$ cat src/hdl/blm_pkg.sv
package blm_pkg;

	localparam int TIME_W     = 32;
	localparam int SENSE_W    = 12;
	localparam int RATIO_W    = 12;
	localparam int PROD_W     = SENSE_W + RATIO_W;
	localparam int MV_W       = 16;
	localparam int LEVEL_W    = 7;
	localparam int SPAN_W     = 10;
	localparam int RECIP_W    = 10;
	localparam int RECIP_SH   = 13;
	localparam int CFG_IDX_W  = 3;
	localparam int CFG_DATA_W = 32;
	localparam int FIFO_DEPTH = 2;
	localparam int FIFO_AW    = 1;
	localparam int FIFO_CNT_W = 2;

	localparam logic [MV_W-1:0]    MV_MIN   = 16'd2500;
	localparam logic [MV_W-1:0]    MV_MAX   = 16'd5000;
	localparam logic [MV_W-1:0]    MV_EMPTY = 16'd3300;
	localparam logic [MV_W-1:0]    MV_FULL  = 16'd4200;
	// floor(d / 9) == floor(d * 100 / 900) for d < 900
	localparam logic [RECIP_W-1:0] RECIP_9  = 10'd911;
	localparam logic [LEVEL_W-1:0] LEVEL_FULL  = 7'd100;
	localparam logic [LEVEL_W-1:0] LEVEL_EMPTY = 7'd0;

	typedef enum logic [CFG_IDX_W-1:0] {
		CFG_DIVIDER_RATIO = 3'd0,
		CFG_LOW_LEVEL     = 3'd1,
		CFG_LOW_SLEEP_EN  = 3'd2,
		CFG_REPORT_IVL    = 3'd3,
		CFG_LOW_GRACE     = 3'd4
	} cfg_idx_t;

	typedef enum logic {
		EV_LEVEL_REPORT = 1'b0,
		EV_SHUTDOWN     = 1'b1
	} event_kind_t;

	typedef struct packed {
		logic [RATIO_W-1:0] divider_ratio_q8;
		logic [LEVEL_W-1:0] low_level_pct;
		logic               low_sleep_enable;
		logic [TIME_W-1:0]  report_interval_ms;
		logic [TIME_W-1:0]  low_grace_ms;
	} cfg_t;

	typedef struct packed {
		logic [LEVEL_W-1:0] level;
		logic               chg;
		logic [TIME_W-1:0]  now;
	} item_t;

	typedef struct packed {
		logic  push;
		item_t data;
	} push_t;

	typedef struct packed {
		logic  valid;
		item_t data;
	} head_t;

endpackage

$ cat src/hdl/blm_front.sv
module blm_front
	import blm_pkg::*;
(
	input  logic                clk,
	input  logic                arst_n,
	input  cfg_t                cfg,
	input  logic                in_valid,
	output logic                in_ready,
	input  logic [SENSE_W-1:0]  sense_mv,
	input  logic                charging,
	input  logic [TIME_W-1:0]   now_ms,
	input  logic                q_full,
	output push_t               q_push
);

	logic                v1_s1, v2_s2, v3_s3;
	logic [PROD_W-1:0]   prod_s1;
	logic                chg_s1, chg_s2, chg_s3;
	logic [TIME_W-1:0]   now_s1, now_s2, now_s3;
	logic                ok_s2, ok_s3;
	logic                full_s2, empty_s2;
	logic [SPAN_W-1:0]   d_s2;
	logic [LEVEL_W-1:0]  level_s3;

	logic [MV_W-1:0]             mv;
	logic [MV_W-1:0]             d_wide;
	logic [SPAN_W+RECIP_W-1:0]   scaled;
	logic [LEVEL_W-1:0]          level_c;
	logic                        done_s3;

	assign in_ready = !(v1_s1 || v2_s2 || v3_s3);

	// product is at most 24 bits, so the 16-bit voltage never saturates
	assign mv     = prod_s1[PROD_W-1 -: MV_W];
	assign d_wide = mv - MV_EMPTY;
	assign scaled = SPAN_W'(d_s2) * RECIP_9;

	always_comb begin
		priority if (full_s2)
			level_c = LEVEL_FULL;
		else if (empty_s2)
			level_c = LEVEL_EMPTY;
		else
			level_c = scaled[RECIP_SH +: LEVEL_W];
	end

	// out-of-range readings are dropped here
	assign done_s3 = v3_s3 && (!ok_s3 || !q_full);

	always_ff @(posedge clk or negedge arst_n) begin
		if (!arst_n) begin
			v1_s1 <= 1'b0;
			v2_s2 <= 1'b0;
			v3_s3 <= 1'b0;
		end else begin
			v1_s1 <= in_valid && in_ready;
			v2_s2 <= v1_s1;
			if (v2_s2)
				v3_s3 <= 1'b1;
			else if (done_s3)
				v3_s3 <= 1'b0;
		end
	end

	always_ff @(posedge clk) begin
		if (in_valid && in_ready) begin
			prod_s1 <= PROD_W'(sense_mv) * PROD_W'(cfg.divider_ratio_q8);
			chg_s1  <= charging;
			now_s1  <= now_ms;
		end
		if (v1_s1) begin
			ok_s2    <= (mv >= MV_MIN) && (mv <= MV_MAX);
			full_s2  <= mv >= MV_FULL;
			empty_s2 <= mv <= MV_EMPTY;
			d_s2     <= d_wide[SPAN_W-1:0];
			chg_s2   <= chg_s1;
			now_s2   <= now_s1;
		end
		if (v2_s2) begin
			ok_s3    <= ok_s2;
			level_s3 <= level_c;
			chg_s3   <= chg_s2;
			now_s3   <= now_s2;
		end
	end

	assign q_push.push       = v3_s3 && ok_s3 && !q_full;
	assign q_push.data.level = level_s3;
	assign q_push.data.chg   = chg_s3;
	assign q_push.data.now   = now_s3;

endmodule

$ cat src/hdl/blm_fifo.sv
module blm_fifo
	import blm_pkg::*;
(
	input  logic  clk,
	input  logic  arst_n,
	input  push_t wr,
	output logic  full,
	input  logic  pop,
	output head_t head
);

	item_t                 mem_q [FIFO_DEPTH];
	logic [FIFO_AW-1:0]    wr_ptr_q, rd_ptr_q;
	logic [FIFO_CNT_W-1:0] cnt_q;
	logic                  do_pop;

	assign full       = cnt_q == FIFO_CNT_W'(FIFO_DEPTH);
	assign head.valid = cnt_q != '0;
	assign head.data  = mem_q[rd_ptr_q];
	assign do_pop     = pop && head.valid;

	always_ff @(posedge clk or negedge arst_n) begin
		if (!arst_n) begin
			wr_ptr_q <= '0;
			rd_ptr_q <= '0;
			cnt_q    <= '0;
		end else begin
			if (wr.push)
				wr_ptr_q <= wr_ptr_q + 1'b1;
			if (do_pop)
				rd_ptr_q <= rd_ptr_q + 1'b1;
			if (wr.push && !do_pop)
				cnt_q <= cnt_q + 1'b1;
			else if (do_pop && !wr.push)
				cnt_q <= cnt_q - 1'b1;
		end
	end

	always_ff @(posedge clk) begin
		if (wr.push)
			mem_q[wr_ptr_q] <= wr.data;
	end

endmodule

$ cat src/hdl/blm_back.sv
module blm_back
	import blm_pkg::*;
(
	input  logic               clk,
	input  logic               arst_n,
	input  cfg_t               cfg,
	input  head_t              head,
	output logic               pop,
	output logic               out_valid,
	input  logic               out_ready,
	output event_kind_t        out_kind,
	output logic [LEVEL_W-1:0] out_level,
	output logic               out_chg
);

	logic               halted_q;
	logic               low_timing_q;
	logic [TIME_W-1:0]  low_start_q;
	logic               last_valid_q;
	logic [LEVEL_W-1:0] last_level_q;
	logic               last_chg_q;
	logic [TIME_W-1:0]  last_rep_q;
	logic               out_valid_q;
	event_kind_t        out_kind_q;
	logic [LEVEL_W-1:0] out_level_q;
	logic               out_chg_q;

	item_t             it;
	logic              take, low, shut, report;
	logic [TIME_W-1:0] start, low_el, rep_el;

	assign it   = head.data;
	assign pop  = head.valid && (!out_valid_q || out_ready);
	assign take = pop && !halted_q;

	always_comb begin
		low    = cfg.low_sleep_enable && (it.level < cfg.low_level_pct) && !it.chg;
		start  = low_timing_q ? low_start_q : it.now;
		low_el = it.now - start;
		shut   = low && (low_el >= cfg.low_grace_ms);
		rep_el = it.now - last_rep_q;
		report = !last_valid_q || (it.chg != last_chg_q) || (it.level != last_level_q)
			|| (rep_el >= cfg.report_interval_ms);
	end

	always_ff @(posedge clk or negedge arst_n) begin
		if (!arst_n) begin
			halted_q     <= 1'b0;
			low_timing_q <= 1'b0;
			low_start_q  <= '0;
			last_valid_q <= 1'b0;
			last_chg_q   <= 1'b0;
			last_rep_q   <= '0;
			out_valid_q  <= 1'b0;
		end else begin
			if (take) begin
				low_timing_q <= low;
				if (low)
					low_start_q <= start;
				if (shut)
					halted_q <= 1'b1;
				else if (report) begin
					last_valid_q <= 1'b1;
					last_chg_q   <= it.chg;
					last_rep_q   <= it.now;
				end
			end
			if (take && (shut || report))
				out_valid_q <= 1'b1;
			else if (out_ready)
				out_valid_q <= 1'b0;
		end
	end

	always_ff @(posedge clk) begin
		if (take && !shut && report)
			last_level_q <= it.level;
		if (take && (shut || report)) begin
			out_kind_q  <= shut ? EV_SHUTDOWN : EV_LEVEL_REPORT;
			out_level_q <= it.level;
			out_chg_q   <= shut ? 1'b0 : it.chg;
		end
	end

	assign out_valid = out_valid_q;
	assign out_kind  = out_kind_q;
	assign out_level = out_level_q;
	assign out_chg   = out_chg_q;

endmodule

$ cat src/hdl/battery_level_monitor.sv
// Path: a sample's result passes the front end, the queue and the registered output
//   slot. The three-stage front end (divider multiply, range check, level scaling)
//   holds one sample at a time, keeps an in-range result in its last stage while the
//   queue is full, and takes the next beat the cycle after its last stage hands over.
// Reset (arst_n low): queue, output slot, report and grace-timer state clear;
//   config registers return to their defaults. No clearing pass.
module battery_level_monitor
	import blm_pkg::*;
(
	input  logic                  clk,
	input  logic                  arst_n,
	input  logic                  cfg_we,
	input  logic [CFG_IDX_W-1:0]  cfg_addr,
	input  logic [CFG_DATA_W-1:0] cfg_wdata,
	input  logic                  s_tvalid,
	output logic                  s_tready,
	input  logic [47:0]           s_tdata,  // sense_mv[11:0], charging[12], now_ms[44:13]
	output logic                  m_tvalid,
	input  logic                  m_tready,
	output logic [7:0]            m_tdata,  // level_pct[6:0], charging_out[7]
	output logic                  m_tuser   // event_kind
);

	cfg_t               cfg_q;
	push_t              q_push;
	head_t              q_head;
	logic               q_full, q_pop;
	event_kind_t        kind;
	logic [LEVEL_W-1:0] level;
	logic               chg_out;

	always_ff @(posedge clk or negedge arst_n) begin
		if (!arst_n) begin
			cfg_q.divider_ratio_q8   <= 12'd512;
			cfg_q.low_level_pct      <= 7'd10;
			cfg_q.low_sleep_enable   <= 1'b1;
			cfg_q.report_interval_ms <= 32'd30000;
			cfg_q.low_grace_ms       <= 32'd60000;
		end else if (cfg_we) begin
			unique case (cfg_idx_t'(cfg_addr))
				CFG_DIVIDER_RATIO: cfg_q.divider_ratio_q8   <= cfg_wdata[RATIO_W-1:0];
				CFG_LOW_LEVEL:     cfg_q.low_level_pct      <= cfg_wdata[LEVEL_W-1:0];
				CFG_LOW_SLEEP_EN:  cfg_q.low_sleep_enable   <= cfg_wdata[0];
				CFG_REPORT_IVL:    cfg_q.report_interval_ms <= cfg_wdata[TIME_W-1:0];
				CFG_LOW_GRACE:     cfg_q.low_grace_ms       <= cfg_wdata[TIME_W-1:0];
				default: ;
			endcase
		end
	end

	blm_front u_front (
		.clk      (clk),
		.arst_n   (arst_n),
		.cfg      (cfg_q),
		.in_valid (s_tvalid),
		.in_ready (s_tready),
		.sense_mv (s_tdata[SENSE_W-1:0]),
		.charging (s_tdata[SENSE_W]),
		.now_ms   (s_tdata[SENSE_W+1 +: TIME_W]),
		.q_full   (q_full),
		.q_push   (q_push)
	);

	blm_fifo u_fifo (
		.clk    (clk),
		.arst_n (arst_n),
		.wr     (q_push),
		.full   (q_full),
		.pop    (q_pop),
		.head   (q_head)
	);

	blm_back u_back (
		.clk       (clk),
		.arst_n    (arst_n),
		.cfg       (cfg_q),
		.head      (q_head),
		.pop       (q_pop),
		.out_valid (m_tvalid),
		.out_ready (m_tready),
		.out_kind  (kind),
		.out_level (level),
		.out_chg   (chg_out)
	);

	assign m_tdata = {chg_out, level};
	assign m_tuser = kind;

endmodule

$ cat config.mk
export PLATFORM = sky130hd
export DESIGN_NAME = battery_level_monitor
export DESIGN_NICKNAME = d
export VERILOG_FILES = /design/src/hdl/blm_pkg.sv /design/src/hdl/blm_front.sv /design/src/hdl/blm_fifo.sv /design/src/hdl/blm_back.sv /design/src/hdl/battery_level_monitor.sv
export SDC_FILE = /design/constraint.sdc
export NUM_CORES = 1
export LEC_CHECK = 0
export ABC_CLOCK_PERIOD_IN_PS = 15760
export CAP_MARGIN = 20
export CORE_AREA = 2 2 218 242
export CTS_BUF_LIST = sky130_fd_sc_hd__clkbuf_8 sky130_fd_sc_hd__clkbuf_16
export CTS_CLUSTER_DIAMETER = 40
export DETAILED_ROUTE_END_ITERATION = 10
export DIE_AREA = 0 0 220 244
export DONT_BUFFER_PORTS = 1
export GPL_TIMING_DRIVEN = 0
export HOLD_SLACK_MARGIN = 0.1
export SETUP_SLACK_MARGIN = 0.3
export SYNTH_ARGS = -nofsm -noshare
export SYNTH_HDL_FRONTEND = slang
export SYNTH_SLANG_ARGS = --single-unit
export TNS_END_PERCENT = 1
$ cat constraint.sdc
create_clock -name clk -period 15.76 [get_ports clk]
set_clock_uncertainty 0.2 [all_clocks]
set_input_delay 1.576 -clock clk [delete_from_list [all_inputs] [get_ports clk]]
set_output_delay 1.576 -clock clk [all_outputs]
set_load 0.005 [all_outputs]
### Word level (Yosys, flattened, before mapping)

Memory sizes are Yosys's and may differ from the RTL's.
Cells that the tools add are included.

* bits in registers: 320
* bits in latches: 0
* bits in writable memories: 80
* bits in read-only memories: 0
* input bits: 88
* output and inout bits: 11
* word-level logic and storage cells: 120
* memories: 1

* add/subtract/negate cells: 7
* multiply operators: 2
* div/mod/pow operators: 0
* $lt $le $gt $ge: 7
* eq/ne operators: 7
* shift operators: 0
* mux-type cells: 11
* bitwise operators: 1
* reduce and logical (&&, ||, !) cells: 48

Memories
* u_fifo.mem_q: words 2, bits a word 40, read ports 1, clocked after memory_dff 0, wr ports 1, RTL line blm_fifo.sv:12 `item_t mem_q [FIFO_DEPTH];`

Operator list (number)
* greater-or-equal comparator 32 bit: 2
* subtractor 32 bit: 2
* 2-to-1 mux 32 bit: 1
* multiplier 12 x 12 -> 24 bit: 1
* multiplier 10 x 10 -> 20 bit (second input constant): 1
* greater-or-equal comparator 16 x 12 -> 1 bit (second input constant): 1
* greater-or-equal comparator 16 x 13 -> 1 bit (second input constant): 1
* <= comparator 16 x 12 -> 1 bit (second input constant): 1
* <= comparator 16 x 13 -> 1 bit (second input constant): 1
* logical AND 1 bit: 16
* AND reduction 2 bit: 7
* zero test 1 bit: 10
* subtractor 10 x 8 -> 10 bit (second input constant): 1
* logical OR 1 bit: 8
* nonzero test 2 bit: 4
* < comparator 7 bit: 1
* 2-to-1 mux 1 bit: 7
* 2-to-1 mux 7 bit: 1
* != test 7 bit: 1
* == test 3 x 2 -> 1 bit (second input constant): 2
* 2-to-1 mux 2 bit: 2
* == test 3 x 1 -> 1 bit (second input constant): 1
* == test 3 bit (second input constant): 1
* zero test 3 bit: 1
* other kinds (8): 9

### Depth between registers and ports, before layout

Gate-level depths: netlist of the first run.
An unclocked memory read counts as a cell.

* depth in word-level cells: 8
* gate-level depth with buffers: 25
* mapped depth without buffers: 22

### By module

From an unflattened synthesis of the first run, not the netlist that was laid out.

* cell total of the unflattened synthesis: 2184
* area, all modules: 25801.0 sq um

By module, submodules not included
* blm_front: times used 1, cells each 895, area an instance 10716.5 sq um, seq. area each 4159.0 sq um
* blm_back: times used 1, cells each 965, area an instance 8444.3 sq um, seq. area each 2207.1 sq um
* battery_level_monitor: times used 1, cells each 183, area an instance 3359.5 sq um, seq. area each 2124.5 sq um
* blm_fifo: times used 1, cells each 141, area an instance 3280.6 sq um, seq. area each 2502.4 sq um

### Least setup slack after synthesis of the first run

No wires, ideal clock.

* path type: in2reg
* start point: input port s_tdata[2]
* end point: register u_front.prod_s1[22] (data pin)
* library setup time: 258 ps
* arrival time: 6176 ps
* data required time: 15302 ps
* path slack: 9126 ps
* cell stages on the path: 21
* buffers on the path: 1
* cells stage by stage: clkbuf_1 nand2_1 fa_1 inv_1 fa_1 inv_1 fa_1 inv_1 fa_1 inv_1 fa_1 inv_1 ha_1 a21o_1 a21o_1 a21oi_1 o21a_1 a2bb2oi_1 nand3b_1 a21oi_1 xnor2_1

* longest elaborated chain between the ends: 1

Ends and longest elaborated chain
* start: declaration: RTL line battery_level_monitor.sv:17 `input logic [47:0] s_tdata,`
* multiplier 12 x 12 -> 24 bit: RTL line blm_front.sv:67 `prod_s1 <= PROD_W'(sense_mv) * PROD_W'(cfg.divider_ratio_q8);`
* end signal: assignment: RTL line blm_front.sv:67
* end: declaration: RTL line blm_front.sv:17 `logic [PROD_W-1:0] prod_s1;`

No other way between the ends.
A chain may end at the register's enable or synchronous reset.

==> results of run 1 <==
-- sequential cells by signal, indices dropped and copies added, names as in the netlist, 10 cells and up --
signal and cells:
u_back.low_start_q 32, u_back.last_rep_q 32, u_front.d_s2 10, u_front.now_s2 32
cfg_q 84, u_fifo.mem_q 80, u_front.now_s1 32, u_front.prod_s1 16
u_front.now_s3 32
-- worst max path at each step --
stage | from | endpoint | slack (ps) | cells past startpoint
2_1_floorplan | s_tdata[2] | u_front.prod_s1[22] | 9130 | 21
3_3_place_gp | u_fifo.rd_ptr_q | u_back.last_level_q[3] | 8020 | 24
3_5_place_dp | u_fifo.rd_ptr_q | u_back.last_level_q[3] | 7980 | 24
4_1_cts | u_fifo.rd_ptr_q | u_back.last_level_q[1] | 7970 | 24
5_1_grt | u_fifo.rd_ptr_q | u_back.last_level_q[1] | 7630 | 23
6_report | u_fifo.rd_ptr_q | u_back.last_level_q[1] | 8140 | 24
-- layout make-up --
| class | instances | area, um2 |
|---|---|---|
| Tap cell | 667 | 835 |
| Inverter | 320 | 1200 |
| Antenna cell | 2 | 5.00 |
| Buffer | 59 | 275 |
| Clock inverter | 47 | 497 |
| Timing Repair Buffer | 10 | 150 |
| Multi-Input combinational cell | 1451 | 12900 |
| Fill cell | 4325 | 22600 |
| Clock buffer | 61 | 1490 |
| Sequential cell | 392 | 11000 |
-- per-stage QoR --
stage / area (um2) / setup WS [ps] / std cells / hold slack (ps) / utilization [%]
final: 28300 / 8140 / 3009 / 213 / 55.6
after global routing: 28300 / 7630 / 3009 / 217 / 55.6
after CTS: 28300 / 7970 / 3007 / 214 / 55.6
after detailed placement: 26300 / 7980 / 2899 / 205 / 51.7
after global placement: 26200 / 8020 / 2889 / 203 / 51.4
after floorplan: 25300 / 9130 / 2222 / 200 / -
-- logic make-up after synthesis --
group,Yosys count,share of synthesized area [%]
XOR/XNOR,89,3.08
AO/OA/AOI/OAI,337,8.60
buffers and inverters,379,5.83
adder cells (fa/ha/maj),376,22.2
flip-flops,392,43.4
AND/OR/NAND/NOR,464,8.82
multiplexers,185,8.06
-- layout by cell type, fill, tap and decap left out, types with 9 or more instances in the layout --
cell type    n
and2_1      61
dfstp_2     18
ha_1       252
nand3_1     28
nor2b_1     18
a2111oi_0    9
dfrtp_1    140
mux2i_1     62
mux2_2      93
a21oi_1     83
inv_6       11
o21a_1      18
o21ai_0     93
nand4_1     15
xor2_1      30
a21o_1      38
clkbuf_1    45
clkbuf_16   58
edfxtp_1   232
clkinv_2     9
nor3_1      38
fa_1       124
mux2_1      20
nand2_1    182
a211oi_1    13
nor2_1      66
mux2_4       9
nand2b_1    14
inv_1      323
o21bai_1    11
xnor2_1     59
o211ai_1    12
-- synthesized netlist by cell type, types with 9 or more instances --
library cell,n
a2111oi_0,9
a211oi_1,13
a21o_1,38
a21oi_1,83
and2_1,63
clkbuf_1,45
dfrtp_1,142
dfstp_2,18
edfxtp_1,232
fa_1,124
ha_1,252
inv_1,320
mux2_1,20
mux2_2,93
mux2_4,9
mux2i_1,62
nand2_1,182
nand2b_1,14
nand3_1,28
nand4_1,15
nor2_1,66
nor2b_1,18
nor3_1,40
o211ai_1,12
o21a_1,18
o21ai_0,93
o21bai_1,11
xnor2_1,59
xor2_1,30
-- routing by layer --
layer / share of wire (%) / up-vias / routed length [um]
met4: 3.2 / 0 / 1770
met5: 0 / - / 0
met2: 50 / 330 / 28300
li1: - / 7828 / -
met1: 42 / 8026 / 23600
met3: 4.2 / 104 / 2350
==> metrics.txt, run 1 <==
outcome=complete, no violations; most common flop cell mapped by yosys=edfxtp_1; Max-slew headroom=31.1%; hold path startpoint=u_front.now_s2[31]; TritonCTS clock tree=done; hold path cells=0; initial antenna violation count=2; async set or reset register ratio after synthesis=40.8%; core area=50900 um2; Slowest cell on crit path=buf_1; reg-to-reg startpoint=u_fifo.rd_ptr_q; share of the synthesized area in the top cell type=27.5%; clk_lat worst skew=600 ps; FP Rows=87; Hold EP=u_front.now_s3[31]; total grt overflow=0; Synth cell types=72; clock buffer depth=3; M3 GR Usage=3.40%; final cycle utilization of the critical path=48.4%; drt initial violations=796; ANT nets after route=0; first-pass GRT wire length=89.2 mm; CTS Root Cell=clkbuf_16; reg2reg setup slack=8140 ps; die area=53700 um2; # setup viols final=0; warnings from Yosys=0; proportion of synthesized chip area in sequential cells=43.4%; cts hold-fix bufs=0; Clock Sinks=392; CP arrival=7690 ps; Worst Path Buf+Inv=5; setup TNS=0 ps; WL per Instance=18.6 um; Pre-Repair DR Iteration Count=6; Area Growth Syn to Fin=11.8%; CP endpoint kind=flop; RSZ-0062 raised after global routing=no; detailed placement HPWL=43.7 mm; GR peak layer=met2; Mapped Nets=2686; CTS clk-pin slew, worst paths=60 ps; Max Fclk=131 MHz; M1 GR Usage=26.5%; Yosys top cell by area=edfxtp_1; final slew viol count=0; CP Cell Sequence=buf_6, buf_2, buf_1, mux2_2, mux2i_1, ha_1, nor2b_1, o31a_1, o31a_1, a2111o_1, nand3_1, nand2_1, a21oi_1, xnor2_1, ha_1, a21o_1, a21o_1, a2111oi_0, o311a_1, o21ai_0, a31o_2, o2bb2ai_4, buf_6, inv_1; WS Path Type=flop to flop; min Tclk post-route=7620 ps; CP Data Required Time=15830 ps; DIE HEIGHT=244 um; Max stage delay on crit path=610 ps; # DRC=0; total of max-cap violations=0; pin slew with the least headroom to its limit=1030 ps; Synth area leaders=edfxtp_1, dfrtp_1, ha_1; flops & latches, synth=392; number of synthesized flops with an enable pin=232; Critical R2R Capture=u_back.last_level_q[1]; layout net count=2755; met2 global-route usage=37.9%; gr usage total=21.4%; Worst R2R Path Depth=24; I/O Buffers=0; crit start category=flop; average size of a mapped cell=11.4 um2; die width=220 um; final hold vios=0; GPL Wtd Cong=0.880; delay-heaviest family, CP=compound AO/OA/AOI/OAI gates; vias in the first global route=16900; TritonCTS Buffers=57; layout cells sized above 1=11.1%; Via density=5.41; area of the mapped netlist=25300 um2; Starting Density=49.7%; Resize count post-CTS=0; HP Class=flop to flop; io pins=99; H-tree depth=2; largest net degree at the start of global routing=161; DR vias=16300; final WL=56.1 mm; Max FO, Critical Path=10; post-synthesis cell count=2222; setup bufs post-CTS=0
Power of run 1 is left out: the tool's default activity adds up to more than one toggle a clock period on the data nets, which glitch-free logic cannot reach.
==> inputs of run 2 (changes only) <==
--- a/config.mk
+++ b/config.mk
@@ -5,7 +5,7 @@
 export SDC_FILE = /design/constraint.sdc
 export NUM_CORES = 1
 export LEC_CHECK = 0
-export ABC_CLOCK_PERIOD_IN_PS = 15760
+export ABC_CLOCK_PERIOD_IN_PS = 7500
 export CAP_MARGIN = 20
 export CORE_AREA = 2 2 218 242
 export CTS_BUF_LIST = sky130_fd_sc_hd__clkbuf_8 sky130_fd_sc_hd__clkbuf_16
==> constraint.sdc (replaced) <==
create_clock -name clk -period 7.5 [get_ports clk]
set_clock_uncertainty 0.2 [all_clocks]
set_input_delay 0.75 -clock clk [delete_from_list [all_inputs] [get_ports clk]]
set_output_delay 0.75 -clock clk [all_outputs]
set_load 0.005 [all_outputs]
==> run 2 against run 1 <==
Fmax increased by 11%. Via count increased by 1.7%. Non-clock buffer count increased by 71. Highest routed layer unchanged. Flip-flop and latch count unchanged. Core utilization increased by 1.5 points. Register-to-register slack got worse by 7500 ps. Die area unchanged. Count of clock-buffer cells in the layout unchanged. Global-route usage increased by 0.22 points. Worst setup slack got worse by 7500 ps. Cell area increased by 2.7%. Critical path depth decreased by 1. Critical endpoint unchanged.
==> metrics.txt, run 2 (synthesis results as in run 1) <==
outcome=complete, no violations; Via density=5.38 (-0.65%); Critical R2R Capture=u_back.last_level_q[1]; final setup margin=650 ps (-7490 ps); metal3 WL=2.34 mm (-0.34%); CP Cell Sequence=buf_6, buf_2, buf_6, mux2_2, mux2i_2, ha_1, nor2b_1, o31a_1, o31a_1, a2111oi_0, nor3_1, o21ai_0, a21oi_1, xor2_1, ha_1, and4_1, nand3_1, a2111oi_1, a31o_2, o2bb2ai_4, buf_12, buf_6, clkinvlp_4; critical path's most frequent cell=buf_6; highest routing layer actually used=met4; die area=53700 um2 (unchanged); Worst Setup SP=u_fifo.rd_ptr_q; DR WL met2=28.6 mm (+0.94%); drt initial violations=785 (-1.4%); HP Class=primary input to flop; FP Rows=87 (unchanged); Pre-Repair DR Iteration Count=5 (-1); reg2reg setup slack=650 ps (-7490 ps); Starting Density=49.7% (unchanged); min Tclk post-route=6850 ps (-771 ps); crit start category=flop; WL per Instance=18.4 um (-1.3%); GPL Wtd Cong=0.880 (unchanged); Max stage delay on crit path=710 ps (+100 ps); most common cell after layout, fill and taps aside=inv_1; final WL=56.6 mm (+1.0%); TritonCTS clock tree=done; Area Growth Syn to Fin=14.9%; commonest non-fill, non-tap cells in the layout=inv_1, ha_1, edfxtp_1, nand2_1, dfrtp_1; final hold vios=0 (unchanged); clock buffer depth=3 (unchanged); RSZ-0062 raised after global routing=no; final cycle utilization of the critical path=91.3% (+43 points); TritonCTS Buffers=57 (unchanged); final slew viol count=0 (unchanged); M1 WL=24.0 mm (+1.4%); largest net degree at the start of global routing=161 (unchanged); H-tree depth=2 (unchanged); reg-to-reg startpoint=u_fifo.rd_ptr_q; CP arrival=6960 ps (-730 ps); CP endpoint kind=flop; core area=50900 um2 (unchanged); Setup WS pre-CTS=-277 ps (-8260 ps); layout cells sized above 1=11.4% (+0.29 points); register with the most flip-flops=cfg_q; die width=220 um (unchanged); CTS Root Cell=clkbuf_16; clk_lat worst skew=600 ps (about the same); initial antenna violation count=1 (-1); pin slew with the least headroom to its limit=1030 ps (+0.684 ps); # setup viols final=0 (unchanged); WHS=184 ps (-29.0 ps); CP endpoint=u_back.last_level_q[1]; max reg flops=84 (unchanged); first-pass GRT wire length=90.2 mm (+1.2%); Slowest cell on crit path=a2111oi_0; # DRC=0 (unchanged); WS Path Type=flop to flop; Max Fclk=146 MHz (+11%); total grt overflow=0 (unchanged); I/O Buffers=0 (unchanged); DR vias=16600 (+1.7%); Max FO, Critical Path=10 (unchanged); Worst R2R Path Depth=23 (-4.2%); vias in the first global route=17200 (+1.7%); Largest regs=cfg_q x84, u_fifo.mem_q x80; gr usage total=21.6% (+0.22 points); Worst path depth=23 (-4.2%); io pins=99 (unchanged); ANT nets after route=0 (unchanged); delay-heaviest family, CP=compound AO/OA/AOI/OAI gates; Max-slew headroom=31.0% (-0.046 points); total of max-cap violations=0 (unchanged); DIE HEIGHT=244 um (unchanged); Clock Sinks=392 (unchanged); detailed placement HPWL=43.7 mm (unchanged); Worst Path Buf+Inv=6 (+1); CP Data Required Time=7610 ps (-8220 ps); CTS clk-pin slew, worst paths=60 ps (about the same); layout net count=2826 (+2.6%)
## run 2: cell type report
type,instances,area [um2]
fill,4258,21800
multi-input combinational,1451,12900
sequential,392,11000
clock buffer,61,1490
inverter,320,1200
timing repair buffer,81,881
tap,667,835
clock inverter,47,497
buffer,59,287
antenna,1,2.50
## run 2: worst reg2reg max path: cells and delay by family (launching register included)
family,cells,cell delay [ps]
compound gates,8,2820
xor+xnor,1,160
fa+ha+maj,2,580
buf+inv,6,1110
flops,1,350
mux,2,740
simple gates,4,600
## run 2: layer usage
| layer | GRT usage [%] | vias up |
|---|---|---|
| met2 | 38.3 | 341 |
| met4 | 7.07 | 0 |
| met1 | 26.9 | 8137 |
| met5 | 0 | - |
| li1 | - | 7971 |
| met3 | 3.36 | 110 |
## run 2: worst min-delay path by stage
stage,start,endpoint,slack (ps),cells past startpoint
global placement,u_front.now_s2[27],u_front.now_s3[27],200,0
floorplan,u_front.chg_s1,u_front.chg_s2,200,0
detailed placement,u_front.now_s2[10],u_front.now_s3[10],200,0
global route,cfg_wdata[11],cfg_q[11],160,2
finish,cfg_wdata[11],cfg_q[11],180,2
CTS,cfg_wdata[11],cfg_q[11],150,2
## run 2: stage by stage
stage	area [um2]	setup TNS [ps]	std cells	utilization (%)
4_1_cts	29000	0	3074	57.0
3_3_place_gp	26200	-8940	2889	51.4
3_5_place_dp	26300	-7690	2899	51.7
6_report	29100	0	3079	57.1
2_1_floorplan	25300	0	2222	-
5_1_grt	29100	0	3079	57.1
## run 2: repair_timing
item                                    4_1_cts  5_1_grt
setup buffers                                 0        4
endpoints found under the setup margin       50       49
hold buffers                                 67        0
resized for setup                             9        7
pin swaps                                     0        2
endpoints found under the hold margin       276        0
Power of run 2 is left out for the same reason.
==> inputs of run 3 (changes only) <==
--- a/config.mk
+++ b/config.mk
@@ -5,7 +5,7 @@
 export SDC_FILE = /design/constraint.sdc
 export NUM_CORES = 1
 export LEC_CHECK = 0
-export ABC_CLOCK_PERIOD_IN_PS = 7500
+export ABC_CLOCK_PERIOD_IN_PS = 8200
 export CAP_MARGIN = 20
 export CORE_AREA = 2 2 218 242
 export CTS_BUF_LIST = sky130_fd_sc_hd__clkbuf_8 sky130_fd_sc_hd__clkbuf_16
==> constraint.sdc (replaced) <==
create_clock -name clk -period 8.2 [get_ports clk]
set_clock_uncertainty 0.2 [all_clocks]
set_input_delay 0.82 -clock clk [delete_from_list [all_inputs] [get_ports clk]]
set_output_delay 0.82 -clock clk [all_outputs]
set_load 0.005 [all_outputs]
==> run 3 against run 2 <==
Core utilization down 0.79 points. Critical endpoint unchanged. Worst hold slack worse by 40 ps. Fmax down 7.1%. Sequential share of layout area up 0.53 points. Critical path depth decreased by 1. Cell area decreased by 1.4%. Non-clock buffer count fell by 36.
==> metrics.txt, run 3 (synthesis results as in run 1) <==
outcome=complete, no violations; WHS=144 ps (-40.2 ps); ANT nets after route=0 (unchanged); final setup margin=825 ps (+175 ps); # setup viols final=0 (unchanged); pin slew with the least headroom to its limit=1020 ps (-6.08 ps); max reg flops=84 (unchanged); FP Rows=87 (unchanged); CTS Root Cell=clkbuf_16; commonest non-fill, non-tap cells in the layout=inv_1, ha_1, edfxtp_1, nand2_1, dfrtp_1; die width=220 um (unchanged); gr usage total=21.5% (-0.12 points); Largest regs=cfg_q x84, u_fifo.mem_q x80; setup TNS=0 ps (unchanged); fillcell total=4293 (+0.82%); Max FO, Critical Path=10 (unchanged); I/O Buffers=0 (unchanged); RSZ-0062 raised after global routing=no; layout cells sized above 1=11.0% (-0.37 points); WL per Instance=18.5 um (+0.41%); drt initial violations=751 (-4.3%); CP endpoint kind=flop; Worst path depth=22 (-4.3%); register with the most flip-flops=cfg_q; Final Instance Area=28700 um2 (-1.4%); CTS clk-pin slew, worst paths=60 ps (about the same); delay-heaviest family, CP=compound AO/OA/AOI/OAI gates; CP arrival=7490 ps (+530 ps); Starting Density=49.7% (unchanged); final WL=56.2 mm (-0.76%); hold path cells=2 (unchanged); final slew viol count=0 (unchanged); Worst R2R Path Depth=22 (-4.3%); total grt overflow=0 (unchanged); io pins=99 (unchanged); Slowest cell on crit path=clkbuf_1; clk_lat worst skew=600 ps (about the same); Setup WS pre-CTS=423 ps (+700 ps); CP Data Required Time=8320 ps (+710 ps); DP Area=26300 um2 (unchanged); final cycle utilization of the critical path=89.9% (-1.4 points); Max Fclk=136 MHz (-7.1%); HP Class=primary input to flop; TritonCTS Buffers=57 (unchanged); final hold vios=0 (unchanged); total of max-cap violations=0 (unchanged); layout net count=2790 (-1.3%); Area Growth Syn to Fin=13.3%; initial antenna violation count=1 (unchanged); first-pass GRT wire length=89.7 mm (-0.62%); Max-slew headroom=31.4% (+0.41 points); crit start category=flop; most common cell after layout, fill and taps aside=inv_1; TritonCTS clock tree=done; WS Path Type=flop to flop; Max stage delay on crit path=780 ps (+70 ps); Pre-Repair DR Iteration Count=5 (unchanged); DIE HEIGHT=244 um (unchanged); detailed placement HPWL=43.7 mm (unchanged); core area=50900 um2 (unchanged); Worst Path Buf+Inv=4 (-2); # DRC=0 (unchanged); CP Cell Sequence=clkbuf_1, clkbuf_1, mux2i_1, fa_1, a211oi_1, o21bai_1, o311a_1, o211ai_1, o22ai_1, a2111oi_0, or3_1, o211ai_1, ha_1, nand4_1, nor2_1, nand3_1, o311a_1, o21ai_0, a31o_2, o2bb2ai_4, buf_6, inv_1; Via density=5.39 (+0.21%); vias in the first global route=17100 (-0.88%); H-tree depth=2 (unchanged); clock buffer depth=3 (unchanged); die area=53700 um2 (unchanged); min Tclk post-route=7370 ps (+525 ps); DR vias=16400 (-0.96%); GPL Wtd Cong=0.880 (unchanged); Clock Sinks=392 (unchanged); largest net degree at the start of global routing=161 (unchanged)
## run 3: final timing paths
path / startpoint / endpoint / slack (ps)
worst max-delay path: u_back.low_timing_q / u_back.last_level_q[1] / 830
min in group asynchronous: arst_n / cfg_q[62] / 680
worst max register to register: u_back.low_timing_q / u_back.last_level_q[1] / 830
max in group asynchronous: arst_n / cfg_q[10] / 6380
worst min-delay path: cfg_wdata[6] / cfg_q[71] / 140
worst min register to register: u_front.now_s2[31] / u_front.now_s3[31] / 210
## run 3: per-layer routing
metal	global-route usage (%)	up-vias	part of all wire (%)	wire (um)
met5	0	-	0	0
met4	7.03	0	3.1	1750
met3	3.40	108	4.0	2270
met2	38.1	301	50	28400
met1	26.7	8088	42	23800
li1	-	7903	-	-
## run 3: stage by stage
step	util (%)	cells
finish	56.3	3043
global route	56.3	3043
CTS	56.3	3042
detailed placement	51.7	2899
global placement	51.4	2889
floorplan	-	2222
## run 3: area by class of cell
cell class	count	area (um2)	share of cell area (%)
Antenna cell	1	2.50	0.00872
Buffer	59	277	0.963
Clock buffer	61	1490	5.20
Clock inverter	47	497	1.73
Inverter	320	1200	4.19
Multi-Input combinational cell	1451	12900	44.9
Sequential cell	392	11000	38.3
Tap cell	667	835	2.91
Timing Repair Buffer	45	518	1.80
## run 3: repair_timing
| item | in CTS | in global routing |
|---|---|---|
| endpoints found under the hold margin | 193 | 0 |
| setup buffers | 0 | 0 |
| hold buffers | 35 | 0 |
| resized for setup | 0 | 1 |
| endpoints found under the setup margin | 0 | 49 |
Power of run 3 is left out for the same reason.
